**config.mk**
```make
export PLATFORM = sky130hd
export DESIGN_NAME = glyph_bitmap_rasterizer
export DESIGN_NICKNAME = d
export VERILOG_FILES = /design/src/gbr_pkg.sv /design/src/gbr_lane.sv /design/src/gbr_merge.sv /design/src/glyph_bitmap_rasterizer.sv
export SDC_FILE = /design/constraint.sdc
export NUM_CORES = 2
export LEC_CHECK = 0
export BUFFER_PORTS_ARGS = -buffer_cell sky130_fd_sc_hd__buf_2
export CAP_MARGIN = 20
export CORE_MARGIN = 2
export CORE_UTILIZATION = 40
export DETAILED_ROUTE_END_ITERATION = 12
export SYNTH_ARGS = -nofsm -noshare
export SYNTH_HDL_FRONTEND = slang
export SYNTH_SLANG_ARGS = --single-unit
```
**constraint.sdc**
```tcl
create_clock -name i_clk -period 15.4 [get_ports i_clk]
set_input_delay 1.54 -clock i_clk [delete_from_list [all_inputs] [get_ports i_clk]]
set_output_delay 1.54 -clock i_clk [all_outputs]
set_load 0.01 [all_outputs]
```
**src/gbr_pkg.sv**
```systemverilog
// ----------------------------------------------------------------------------
// Glyph bitmap rasterizer package
// Shared constants, codes and types of the glyph bitmap rasterizer.
// ----------------------------------------------------------------------------
package gbr_pkg;

    // Number of lanes, one per bit of a bitmap byte.
    localparam int LANES = 8;

    // Limits applied to the configuration registers.
    localparam logic [4:0] SCALE_MAX = 5'd16;
    localparam logic [6:0] ROWS_MAX  = 7'd64;

    // Input operation codes.
    localparam logic OP_START = 1'b0;
    localparam logic OP_BYTE  = 1'b1;

    // Configuration register indexes.
    typedef enum logic [1:0] {
        CFG_SCALE = 2'd0,
        CFG_ROWS  = 2'd1,
        CFG_COLOR = 2'd2
    } t_cfg_idx;

    // X coordinates of all lanes for one byte.
    typedef logic [LANES-1:0][15:0] t_px_vec;

    // What the lane stage hands to the merge stage besides the x coordinates.
    typedef struct packed {
        logic [LANES-1:0] mask;
        logic [15:0]      py;
        logic [15:0]      color;
    } t_stage;

endpackage

```
**src/gbr_lane.sv**
```systemverilog
// ----------------------------------------------------------------------------
// Glyph bitmap rasterizer lane
// Computes and registers the scaled x coordinate of one bit of a bitmap byte.
// ----------------------------------------------------------------------------
module gbr_lane (
    input  logic        i_clk,
    input  logic        i_load,
    input  logic [2:0]  i_lane,
    input  logic [4:0]  i_byte_index,
    input  logic [7:0]  i_width,
    input  logic        i_mirror,
    input  logic [15:0] i_origin_x,
    input  logic [4:0]  i_scale,
    output logic [15:0] o_px
);
    import gbr_pkg::*;

    logic [7:0]  w_col;
    logic [15:0] w_pos;
    logic [20:0] w_prod;
    logic [15:0] r_px;
    logic [15:0] n_px;

    // Bit k of a byte is column byte*8 + 7 - k, since the MSB is leftmost.
    assign w_col  = {i_byte_index, 3'd7 - i_lane};
    assign w_pos  = i_mirror ? ({8'd0, i_width} - 16'd1 - {8'd0, w_col})
                             : {8'd0, w_col};
    assign w_prod = {5'd0, w_pos} * {16'd0, i_scale};
    assign n_px   = i_origin_x + w_prod[15:0];

    always_ff @(posedge i_clk) begin
        if (i_load) begin
            r_px <= n_px;
        end
    end

    assign o_px = r_px;

endmodule

```
**src/gbr_merge.sv**
```systemverilog
// ----------------------------------------------------------------------------
// Glyph bitmap rasterizer merge stage
// Serializes the set bits of one byte, lowest bit first, into output words.
// ----------------------------------------------------------------------------
module gbr_merge (
    input  logic                 i_clk,
    input  logic                 i_rst_n,
    input  logic                 i_load,
    input  gbr_pkg::t_stage      i_stage,
    input  gbr_pkg::t_px_vec     i_px,
    output logic                 o_free,
    output logic                 o_valid,
    input  logic                 i_ready,
    output logic signed [15:0]   o_pixel_x,
    output logic signed [15:0]   o_pixel_y,
    output logic [15:0]          o_color,
    output logic                 o_last_pixel
);
    import gbr_pkg::*;

    logic [LANES-1:0] r_mask;
    logic [LANES-1:0] n_mask;
    t_px_vec          r_px;
    logic [15:0]      r_py;
    logic [15:0]      r_color;
    logic             r_ov;
    logic             n_ov;
    logic [15:0]      r_ox;
    logic [15:0]      r_oy;
    logic [15:0]      r_oc;
    logic             r_olast;
    logic [LANES-1:0] w_low;
    logic [LANES-1:0] w_rest;
    logic             w_issue;
    logic [15:0]      w_sel_x;

    assign w_low   = r_mask & (~r_mask + 1'b1);
    assign w_rest  = r_mask & ~w_low;
    assign w_issue = (r_mask != '0) && (!r_ov || i_ready);
    assign o_free  = (r_mask == '0) || (w_issue && (w_rest == '0));

    always_comb begin
        w_sel_x = '0;
        for (int k = 0; k < LANES; k++) begin
            w_sel_x = w_sel_x | (w_low[k] ? r_px[k] : 16'd0);
        end
    end

    always_comb begin
        n_mask = r_mask;
        if (i_load) begin
            n_mask = i_stage.mask;
        end else if (w_issue) begin
            n_mask = w_rest;
        end
        n_ov = r_ov;
        if (w_issue) begin
            n_ov = 1'b1;
        end else if (i_ready) begin
            n_ov = 1'b0;
        end
    end

    always_ff @(posedge i_clk) begin
        if (!i_rst_n) begin
            r_mask <= '0;
            r_ov   <= 1'b0;
        end else begin
            r_mask <= n_mask;
            r_ov   <= n_ov;
        end
    end

    always_ff @(posedge i_clk) begin
        if (i_load) begin
            r_px    <= i_px;
            r_py    <= i_stage.py;
            r_color <= i_stage.color;
        end
        if (w_issue) begin
            r_ox    <= w_sel_x;
            r_oy    <= r_py;
            r_oc    <= r_color;
            r_olast <= (w_rest == '0);
        end
    end

    assign o_valid      = r_ov;
    assign o_pixel_x    = r_ox;
    assign o_pixel_y    = r_oy;
    assign o_color      = r_oc;
    assign o_last_pixel = r_olast;

endmodule

```
**src/glyph_bitmap_rasterizer.sv**
```systemverilog
// ----------------------------------------------------------------------------
// Glyph bitmap rasterizer
// Turns packed 1-bit glyph bitmaps into scaled pixel fill commands.
// ----------------------------------------------------------------------------
// Usage: the input channel (i_valid / o_ready) takes one word per handshake.
// A start word (op 0) latches the glyph origin, width and mirror flag and
// clears the row and byte counters; it produces nothing. A byte word (op 1)
// carries one bitmap byte, row-major, (width+7)/8 bytes per row, and yields
// one output word (o_valid / i_ready) per set bit, lowest bit first, with
// o_last_pixel marking the final word of that byte.
// A byte passes through the lane stage registers, the merge stage and the
// output register. The merge stage sends one word per cycle while the
// receiver is ready, and the lane stage can take the next byte while the
// merge stage still serializes the last one. Eight lanes compute all x
// coordinates of a byte in parallel and register them when it is taken.
// When the receiver stalls, the output register holds its word and the lane
// and merge stages fill up before o_ready drops.
// Reset (synchronous, active low) empties the pipeline, restores the state
// to origin (0,0), width 8, no mirroring, and the registers to scale 1,
// eight rows and color 0xFFFF. Configuration should be written only while
// the block is idle; a byte in flight keeps the settings it was taken with.
// ----------------------------------------------------------------------------
module glyph_bitmap_rasterizer (
    input  logic               i_clk,
    input  logic               i_rst_n,
    input  logic               i_cfg_we,
    input  logic [1:0]         i_cfg_idx,
    input  logic [15:0]        i_cfg_data,
    input  logic               i_valid,
    output logic               o_ready,
    input  logic               i_op,
    input  logic signed [15:0] i_start_x,
    input  logic signed [15:0] i_start_y,
    input  logic [7:0]         i_glyph_width,
    input  logic               i_mirror,
    input  logic [7:0]         i_glyph_bits,
    output logic               o_valid,
    input  logic               i_ready,
    output logic signed [15:0] o_pixel_x,
    output logic signed [15:0] o_pixel_y,
    output logic [15:0]        o_color,
    output logic               o_last_pixel
);
    import gbr_pkg::*;

    // Configuration registers.
    logic [4:0]  r_scale;
    logic [6:0]  r_rows;
    logic [15:0] r_color;

    // Glyph state.
    logic [15:0] r_origin_x;
    logic [15:0] r_origin_y;
    logic [7:0]  r_width;
    logic        r_mirror;
    logic [5:0]  r_row;
    logic [4:0]  r_byte;
    logic [5:0]  n_row;
    logic [4:0]  n_byte;

    // Lane stage bookkeeping.
    logic        r_sa_valid;
    logic        n_sa_valid;
    t_stage      r_sa;
    t_px_vec     w_px;

    logic        w_accept;
    logic        w_accept_byte;
    logic        w_merge_free;
    logic        w_sa_move;
    logic [4:0]  w_scale;
    logic [6:0]  w_eff_rows;
    logic [8:0]  w_width_sum;
    logic [5:0]  w_bpr_raw;
    logic [5:0]  w_bpr;
    logic [5:0]  w_byte_inc;
    logic [6:0]  w_row_inc;
    logic [10:0] w_row_off;

    // Out-of-range register values are clamped into their legal ranges.
    assign w_scale    = (r_scale == 5'd0) ? 5'd1
                      : ((r_scale > SCALE_MAX) ? SCALE_MAX : r_scale);
    assign w_eff_rows = (r_rows == 7'd0) ? 7'd1
                      : ((r_rows > ROWS_MAX) ? ROWS_MAX : r_rows);

    // Bytes per row; a zero width still counts as one byte.
    assign w_width_sum = {1'b0, r_width} + 9'd7;
    assign w_bpr_raw   = w_width_sum[8:3];
    assign w_bpr       = (w_bpr_raw == 6'd0) ? 6'd1 : w_bpr_raw;

    assign w_sa_move     = r_sa_valid && w_merge_free;
    assign o_ready       = !r_sa_valid || w_sa_move;
    assign w_accept      = i_valid && o_ready;
    assign w_accept_byte = w_accept && (i_op == OP_BYTE);

    // Advance the byte and row counters after each byte.
    assign w_byte_inc = {1'b0, r_byte} + 6'd1;
    assign w_row_inc  = {1'b0, r_row} + 7'd1;

    always_comb begin
        n_byte = w_byte_inc[4:0];
        n_row  = r_row;
        if (w_byte_inc >= w_bpr) begin
            n_byte = 5'd0;
            n_row  = (w_row_inc >= w_eff_rows) ? 6'd0 : w_row_inc[5:0];
        end
    end

    always_comb begin
        n_sa_valid = r_sa_valid;
        if (w_accept_byte) begin
            n_sa_valid = 1'b1;
        end else if (w_sa_move) begin
            n_sa_valid = 1'b0;
        end
    end

    // Configuration writes.
    always_ff @(posedge i_clk) begin
        if (!i_rst_n) begin
            r_scale <= 5'd1;
            r_rows  <= 7'd8;
            r_color <= 16'hFFFF;
        end else if (i_cfg_we) begin
            case (i_cfg_idx)
                CFG_SCALE: r_scale <= i_cfg_data[4:0];
                CFG_ROWS:  r_rows  <= i_cfg_data[6:0];
                CFG_COLOR: r_color <= i_cfg_data;
                default:   r_scale <= r_scale;
            endcase
        end
    end

    // Glyph state: a start word reloads it, a byte word steps the counters.
    always_ff @(posedge i_clk) begin
        if (!i_rst_n) begin
            r_origin_x <= 16'd0;
            r_origin_y <= 16'd0;
            r_width    <= 8'd8;
            r_mirror   <= 1'b0;
            r_row      <= 6'd0;
            r_byte     <= 5'd0;
            r_sa_valid <= 1'b0;
        end else begin
            r_sa_valid <= n_sa_valid;
            if (w_accept) begin
                if (i_op == OP_START) begin
                    r_origin_x <= i_start_x;
                    r_origin_y <= i_start_y;
                    r_width    <= i_glyph_width;
                    r_mirror   <= i_mirror;
                    r_row      <= 6'd0;
                    r_byte     <= 5'd0;
                end else begin
                    r_row  <= n_row;
                    r_byte <= n_byte;
                end
            end
        end
    end

    // Row offset is shared by every pixel of the byte.
    assign w_row_off = {5'd0, r_row} * {6'd0, w_scale};

    always_ff @(posedge i_clk) begin
        if (w_accept_byte) begin
            r_sa.mask  <= i_glyph_bits;
            r_sa.py    <= r_origin_y + {5'd0, w_row_off};
            r_sa.color <= r_color;
        end
    end

    // One lane per bit of the byte; lane k serves bit k.
    for (genvar g = 0; g < LANES; g++) begin : g_lane
        gbr_lane u_lane (
            .i_clk        (i_clk),
            .i_load       (w_accept_byte),
            .i_lane       (3'(g)),
            .i_byte_index (r_byte),
            .i_width      (r_width),
            .i_mirror     (r_mirror),
            .i_origin_x   (r_origin_x),
            .i_scale      (w_scale),
            .o_px         (w_px[g])
        );
    end

    gbr_merge u_merge (
        .i_clk        (i_clk),
        .i_rst_n      (i_rst_n),
        .i_load       (w_sa_move),
        .i_stage      (r_sa),
        .i_px         (w_px),
        .o_free       (w_merge_free),
        .o_valid      (o_valid),
        .i_ready      (i_ready),
        .o_pixel_x    (o_pixel_x),
        .o_pixel_y    (o_pixel_y),
        .o_color      (o_color),
        .o_last_pixel (o_last_pixel)
    );

`ifndef SYNTHESIS
    // A start word clears both counters.
    a_start_clears: assert property (@(posedge i_clk) disable iff (!i_rst_n)
        (w_accept && (i_op == OP_START)) |=> ((r_row == 6'd0) && (r_byte == 5'd0)))
        else $error("start word did not clear the counters");

    // The byte counter stays inside the row after each byte.
    a_byte_in_row: assert property (@(posedge i_clk) disable iff (!i_rst_n)
        w_accept_byte |=> ({1'b0, r_byte} < w_bpr))
        else $error("byte counter ran past the end of the row");

    // An empty lane stage never blocks the input.
    a_ready_when_empty: assert property (@(posedge i_clk) disable iff (!i_rst_n)
        !r_sa_valid |-> o_ready)
        else $error("input stalled with an empty lane stage");
`endif

endmodule
```
# Yosys cells after proc, flatten, opt, wreduce, memory -nomap -nowiden

Cells that the tools add are included.

Register bits after elaboration: 467
Bits of input ports: 73
Output and inout port bits: 51
Logic and storage cells: 144

Add/subtract/negate cells: 22
Multiply operators: 9
Order comparisons: 4
Equal/unequal tests: 3
Muxes and demuxes: 32
Bitwise operators: 12
Reductions and logical operators: 25

Operators with widths:

| cell                                                                | count |
|---|---|
| 16-bit 2-to-1 mux                                                   | 16 |
| 16-bit adder                                                        | 8 |
| 16-bit by 5-bit multiplier with 16-bit output                       | 8 |
| 16-bit by 8-bit subtractor with 16-bit output                       | 8 |
| 16-bit bitwise OR                                                   | 7 |
| 6-bit 2-to-1 mux                                                    | 4 |
| 5-bit 2-to-1 mux                                                    | 4 |
| 16-bit by 11-bit adder with 16-bit output                           | 1 |
| 8-bit bitwise AND                                                   | 2 |
| 8-bit logical NOT                                                   | 2 |
| 8-bit 2-to-1 mux                                                    | 2 |
| 8-bit inverter                                                      | 2 |
| 7-bit 2-to-1 mux                                                    | 2 |
| 6-bit by 5-bit multiplier with 11-bit output                        | 1 |
| 2-bit AND reduction                                                 | 5 |
| 8-bit by 3-bit adder with 9-bit output (second input constant)      | 1 |
| 8-bit by 1-bit subtractor with 9-bit output (second input constant) | 1 |
| 8-bit by 1-bit adder with 8-bit output (second input constant)      | 1 |
| 8-bit nonzero test                                                  | 1 |
| 6-bit by 1-bit adder with 7-bit output (second input constant)      | 1 |
| 7-bit >= comparator                                                 | 1 |
| 7-bit greater-than comparator (second input constant)               | 1 |
| 7-bit logical NOT                                                   | 1 |
| 5-bit by 1-bit adder with 6-bit output (second input constant)      | 1 |
| 14 further kinds                                                    | 26 |

# Logic depth before layout (Yosys ltp)

Word-level depth: 13
Gate-level depth with buffers: 29
Depth with buffers taken out: 27

# By module

From an unflattened synthesis, not the netlist that was laid out.

Cells, all modules: 4,440
Area, all modules: 43,285.3 µm²

Modules (own cells, without submodules):

| module                          | times used | cells each | area each (µm²) | sequential area each (µm²) |
|---|---|---|---|---|
| gbr_lane (g_lane[0].u_lane ...) | 4          | 409        | 3,669.8         | 480.5 |
| gbr_merge                       | 1          | 441        | 7,788.7         | 6,456.2 |
| gbr_lane (g_lane[6].u_lane ...) | 2          | 437        | 3,636.0         | 480.5 |
| glyph_bitmap_rasterizer         | 1          | 652        | 6,267.3         | 2,822.7 |
| gbr_lane (g_lane[5].u_lane)     | 1          | 419        | 3,641.0         | 480.5 |
| gbr_lane (g_lane[4].u_lane)     | 1          | 418        | 3,637.2         | 480.5 |

# Worst setup path before layout

Ideal clock, no wire load.

Path kind: input to register
Start: input port i_ready
End: register g_lane[0].u_lane.r_px[0] (enable)
Data arrival time: 8,984 ps
Required time: 14,721 ps
Path slack: 5,737 ps
Cell stages on the path: 7
Path buffers: 1
Path through: nand2b_1 > nand3_1 > nor3_1 > a211o_1 > o31ai_1 > clkbuf_1 > nor2_1

Word-level cells in the longest chain between the ends: 8

Ends and longest elaborated chain:

| what                        | line                          | text |
|---|---|---|
| start: declaration          | glyph_bitmap_rasterizer.sv:38 | `input logic i_ready,` |
| 1-bit logical OR            | gbr_merge.sv:39               | `assign w_issue = (r_mask != '0) && (!r_ov \|\| i_ready);` |
| 1-bit logical AND           | gbr_merge.sv:39               |  |
| 1-bit logical AND           | gbr_merge.sv:40               | `assign o_free = (r_mask == '0) \|\| (w_issue && (w_rest == '0));` |
| 1-bit logical OR            | gbr_merge.sv:40               |  |
| 1-bit logical AND           | glyph_bitmap_rasterizer.sv:91 | `assign w_sa_move = r_sa_valid && w_merge_free;` |
| 1-bit logical OR            | glyph_bitmap_rasterizer.sv:92 | `assign o_ready = !r_sa_valid \|\| w_sa_move;` |
| 1-bit logical AND           | glyph_bitmap_rasterizer.sv:93 | `assign w_accept = i_valid && o_ready;` |
| 1-bit logical AND           | glyph_bitmap_rasterizer.sv:94 | `assign w_accept_byte = w_accept && (i_op == OP_BYTE);` |
| via g_lane[0].u_lane.i_load | gbr_lane.sv:7                 | `input logic i_load,` |
| end signal: assignment      | gbr_lane.sv:33                | `r_px <= n_px;` |
| end: declaration            | gbr_lane.sv:21                | `logic [15:0] r_px;` |

The timed path passes the listed nets, and every way through them passes these cells.
A chain may end at the register's enable or synchronous reset.

# Worst setup path after layout

Start: register r_width[2]
End: register g_lane[2].u_lane.r_px[15], data pin

Word-level cells in the longest chain between the ends: 5

Ends and longest elaborated chain:

| what                                          | line                           | text |
|---|---|---|
| start: declaration                            | glyph_bitmap_rasterizer.sv:54  | `logic [7:0] r_width;` |
| start signal: assignment                      | glyph_bitmap_rasterizer.sv:150 | `r_width <= i_glyph_width;` |
| 8-bit by 1-bit subtractor with 9-bit output   | gbr_lane.sv:26                 | `assign w_pos = i_mirror ? ({8'd0, i_width} - 16'd1 - {8'd0, w_col})` |
| 16-bit by 8-bit subtractor with 16-bit output | gbr_lane.sv:26                 |  |
| 16-bit 2-to-1 mux                             | gbr_lane.sv:26                 |  |
| 16-bit by 5-bit multiplier with 16-bit output | gbr_lane.sv:28                 | `assign w_prod = {5'd0, w_pos} * {16'd0, i_scale};` |
| 16-bit adder                                  | gbr_lane.sv:29                 | `assign n_px = i_origin_x + w_prod[15:0];` |
| via g_lane[2].u_lane.n_px[15]                 | gbr_lane.sv:22                 | `logic [15:0] n_px;` |
| end signal: assignment                        | gbr_lane.sv:33                 |  |
| end: declaration                              | gbr_lane.sv:21                 |  |

The timed path passes the listed nets, and every way through them passes these cells.

==> run summary <==
Post-synth EDFFs -> 357
Fin Hold WS -> 0.3714 ns
Mapped Nets -> 4118
Pre-CTS WS -> 7.415 ns
Worst slew pin tran -> 1.201 ns
CP Data Arrival Time -> 8.64 ns
CTS Buf Count -> 50
Via count -> 24620
Clk sinks -> 447
Final worst-path cycle share -> 0.5379
Global-route wire length before repair -> 154100 µm
Final Wtd Congestion -> 0.9276
P per Cell Area -> 87.42 nW/µm²
Critical Path Fanout Max -> 27
Multi-input gate area -> 20560 µm²
Async SR Flop Fraction -> 0
F_max -> 0.1207 GHz
Post-DP HPWL -> 77660 µm
Net count, final -> 4199
Total track usage -> 0.2240
Die extent in y -> 302.1 µm
Initial antenna violation count -> 0
Cell Area, Synth -> 35540 µm²
Largest net degree at the start of global routing -> 68
Crit start category -> register
# rows -> 109
Initial Util -> 0.4027
Status -> finished clean
Post-cts resize count -> 0
Post-synthesis cell type count -> 75
Hold Vio Cnt, Final -> 0
Register area -> 12520 µm²
Grt total ovfl -> 0
Fin. max-slew vios -> 0
PortBufs -> 123
Max-cap viol count -> 0
DRC -> 0
Final setup fails -> 0
Primary FF master, synth -> edfxtp_1
Relative slew slack -> 0.1993
Die ar. -> 91250 µm²
Peak supply drop -> 0.09013 mV
Yosys reg bits -> 447
Synth Instances -> 3438
Htree depth -> 2
Max Clock Skew -> 0.08127 ns
Setup CP Type -> register to register
Worst setup margin -> 7.117 ns
Setup Fix Bufs, Post-CTS -> 0
Dpl cells -> 4631
Drt wl/cell -> 21.04 µm
Min Clock Period, post-route -> 8.283 ns
Layout Cells excl Fill -> 4727
Post-route antenna net violation count -> 0
Kind of end point of the critical path -> register
Hold Buf Count CTS -> 0
Die Span X -> 302.1 µm
RSZ-0062 raised after global routing -> false
CTS tree -> built
Io pins -> 124
Clock root buffer -> clkbuf_16
Syn Area/Cell -> 10.34 µm²
Ys Warns -> 0
Area Growth Syn to Fin -> 10.45%
Drt first pass iters -> 7
Filler Cell Count -> 8254
Register area share after synthesis -> 0.3524
Layout cell share with drive strength beyond 1 -> 0.08118
Data required, critical path -> 15.76 ns
Class of the worst hold path -> register to register
Final wirelength -> 99480 µm
Vias in the first global route -> 24950
Clk slew on worst S/H paths -> 0.07 ns
Top cell type by total area after synthesis -> edfxtp_1
Largest cells by area after synthesis -> edfxtp_1, fa_1, ha_1, inv_1, dfxtp_1
DRT iter0 DRCs -> 1974
Post-synth top area share -> 0.3017
Core footprint -> 88240 µm²
Leakage power -> 16.67 nW
Via density -> 5.208
CTS Buffer Depth -> 3
Clock latency on the worst-skew pair -> 0.64 ns
Sum Neg Setup Slack -> 0 ns
cell usage in the layout (no fill, tap or decap), types with 16 or more instances in the layout:
cell type,n
o21ai_0,80
o21bai_1,17
nor2_1,349
or3_1,16
dfxtp_1,88
a21oi_1,145
xor2_1,57
buf_4,41
xnor2_1,167
buf_2,123
ha_1,196
clkbuf_16,50
nor2b_1,18
a31oi_1,21
and2_1,38
a21o_1,48
a221oi_1,18
nand2_1,261
fa_1,411
nand2b_1,65
inv_1,523
nand3_1,120
nor3_1,60
a22oi_1,46
edfxtp_1,357
o31ai_1,29
worst paths after layout:
check / to / depth (start not counted) / slack [ns] / start
worst max-delay path: g_lane[2].u_lane.o_px[15] / 25 / 7.12 / r_width[2]
worst min-delay path: u_merge.r_px[2] / 0 / 0.37 / g_lane[0].u_lane.o_px[2]
worst max register to register: g_lane[2].u_lane.o_px[15] / 25 / 7.12 / r_width[2]
worst min register to register: u_merge.r_px[2] / 0 / 0.37 / g_lane[0].u_lane.o_px[2]
stage by stage:
stage          utilization  total power [mW]  instance area (µm²)
3_3_place_gp        0.4243             2.158                37440
4_1_cts             0.4447             3.457                39240
2_1_floorplan            -             1.939                35540
6_report            0.4448             3.431                39250
3_5_place_dp        0.4243             2.166                37440
5_1_grt             0.4448             3.589                39250
final cells by class:
| type | count | area share |
|---|---|---|
| clock inverters | 38 | 0.01339 |
| repair buffers | 165 | 0.02372 |
| diodes | 2 | 0.0001275 |
| flip-flops and latches | 447 | 0.3191 |
| well taps | 1165 | 0.03714 |
| inverters | 527 | 0.05040 |
| clock buffers | 55 | 0.03235 |
| multi-input cells | 2328 | 0.5238 |
where the power goes:
| group | internal (mW) | switching, mW |
|---|---|---|
| Clock | 0.748 | 0.536 |
| Sequential | 1.39 | 0.0280 |
| Combinational | 0.244 | 0.484 |
cell usage after synthesis (6+ instances only):
| master | n |
|---|---|
| and3_1 | 14 |
| nand2b_1 | 66 |
| nand3_1 | 120 |
| a211oi_1 | 9 |
| fa_1 | 411 |
| inv_1 | 526 |
| edfxtp_1 | 357 |
| a21oi_1 | 145 |
| buf_2 | 15 |
| nor3b_1 | 7 |
| xor2_1 | 57 |
| o31ai_1 | 30 |
| xnor2_1 | 167 |
| ha_1 | 196 |
| nor2b_1 | 21 |
| o21a_1 | 9 |
| o21bai_1 | 17 |
| or3_1 | 16 |
| a221oi_1 | 18 |
| a211o_1 | 6 |
| o21ai_0 | 81 |
| buf_1 | 14 |
| a31oi_1 | 21 |
| dfxtp_1 | 90 |
| or2_2 | 10 |
| clkbuf_1 | 105 |
| a21o_1 | 48 |
| and2_1 | 38 |
| a22oi_1 | 46 |
| nor3_1 | 60 |
| o311a_1 | 8 |
| nor2_1 | 353 |
| mux2i_1 | 14 |
| nand2_1 | 262 |
| o21ai_1 | 9 |
worst max-delay path: stages (launching register included):
cell and delay (ns):
dfxtp_1 0.42, inv_1 0.15, ha_1 0.20, a21boi_0 0.49, nand2_1 0.19, xnor2_1 0.16, ha_1 0.94, nand4_1 0.37
o21ai_0 0.36, xor2_1 0.17, a21oi_1 0.21, nand2b_1 0.28, fa_1 0.53, inv_1 0.06, fa_1 0.52, inv_1 0.05
fa_1 0.48, inv_1 0.04, ha_1 0.27, nor3_1 0.19, o21ai_0 0.16, a31oi_1 0.48, o21bai_1 0.25, a2111oi_0 0.66
o31ai_1 0.20, xnor2_1 0.16
cell families (layout without fill, tap and decap cells):
group	after synthesis	in the layout	synth area share
AO/OA/AOI/OAI	488	488	0.08925
XOR/XNOR	224	224	0.05521
adder cells (fa/ha/maj)	609	609	0.3011
buffers and inverters	663	785	0.07080
flip-flops	447	447	0.3524
multiplexers	14	14	0.003943
other	0	2	0
AND/OR/NAND/NOR	993	993	0.1273
layer usage:
layer  track usage  routed length [µm]  vias up
li1              -                   -    11450
met1        0.3068               42500    12150
met2        0.3592               46070      850
met3       0.02607                5994      176
met4       0.09960                4911        0
met5             0                   0        -
registers in the layout, indices dropped and copies added (netlist names), 16 cells and up:
name and count:
u_merge.o_color 16, u_merge.r_px 118, r_origin_x 16, u_merge.r_py 16, u_merge.r_color 16, r_color 16
g_lane.u_lane.o_px 118, u_merge.o_pixel_x 16, r_sa 40, r_origin_y 16, u_merge.o_pixel_y 16
Note: power is estimated with default switching activity, not from simulation.
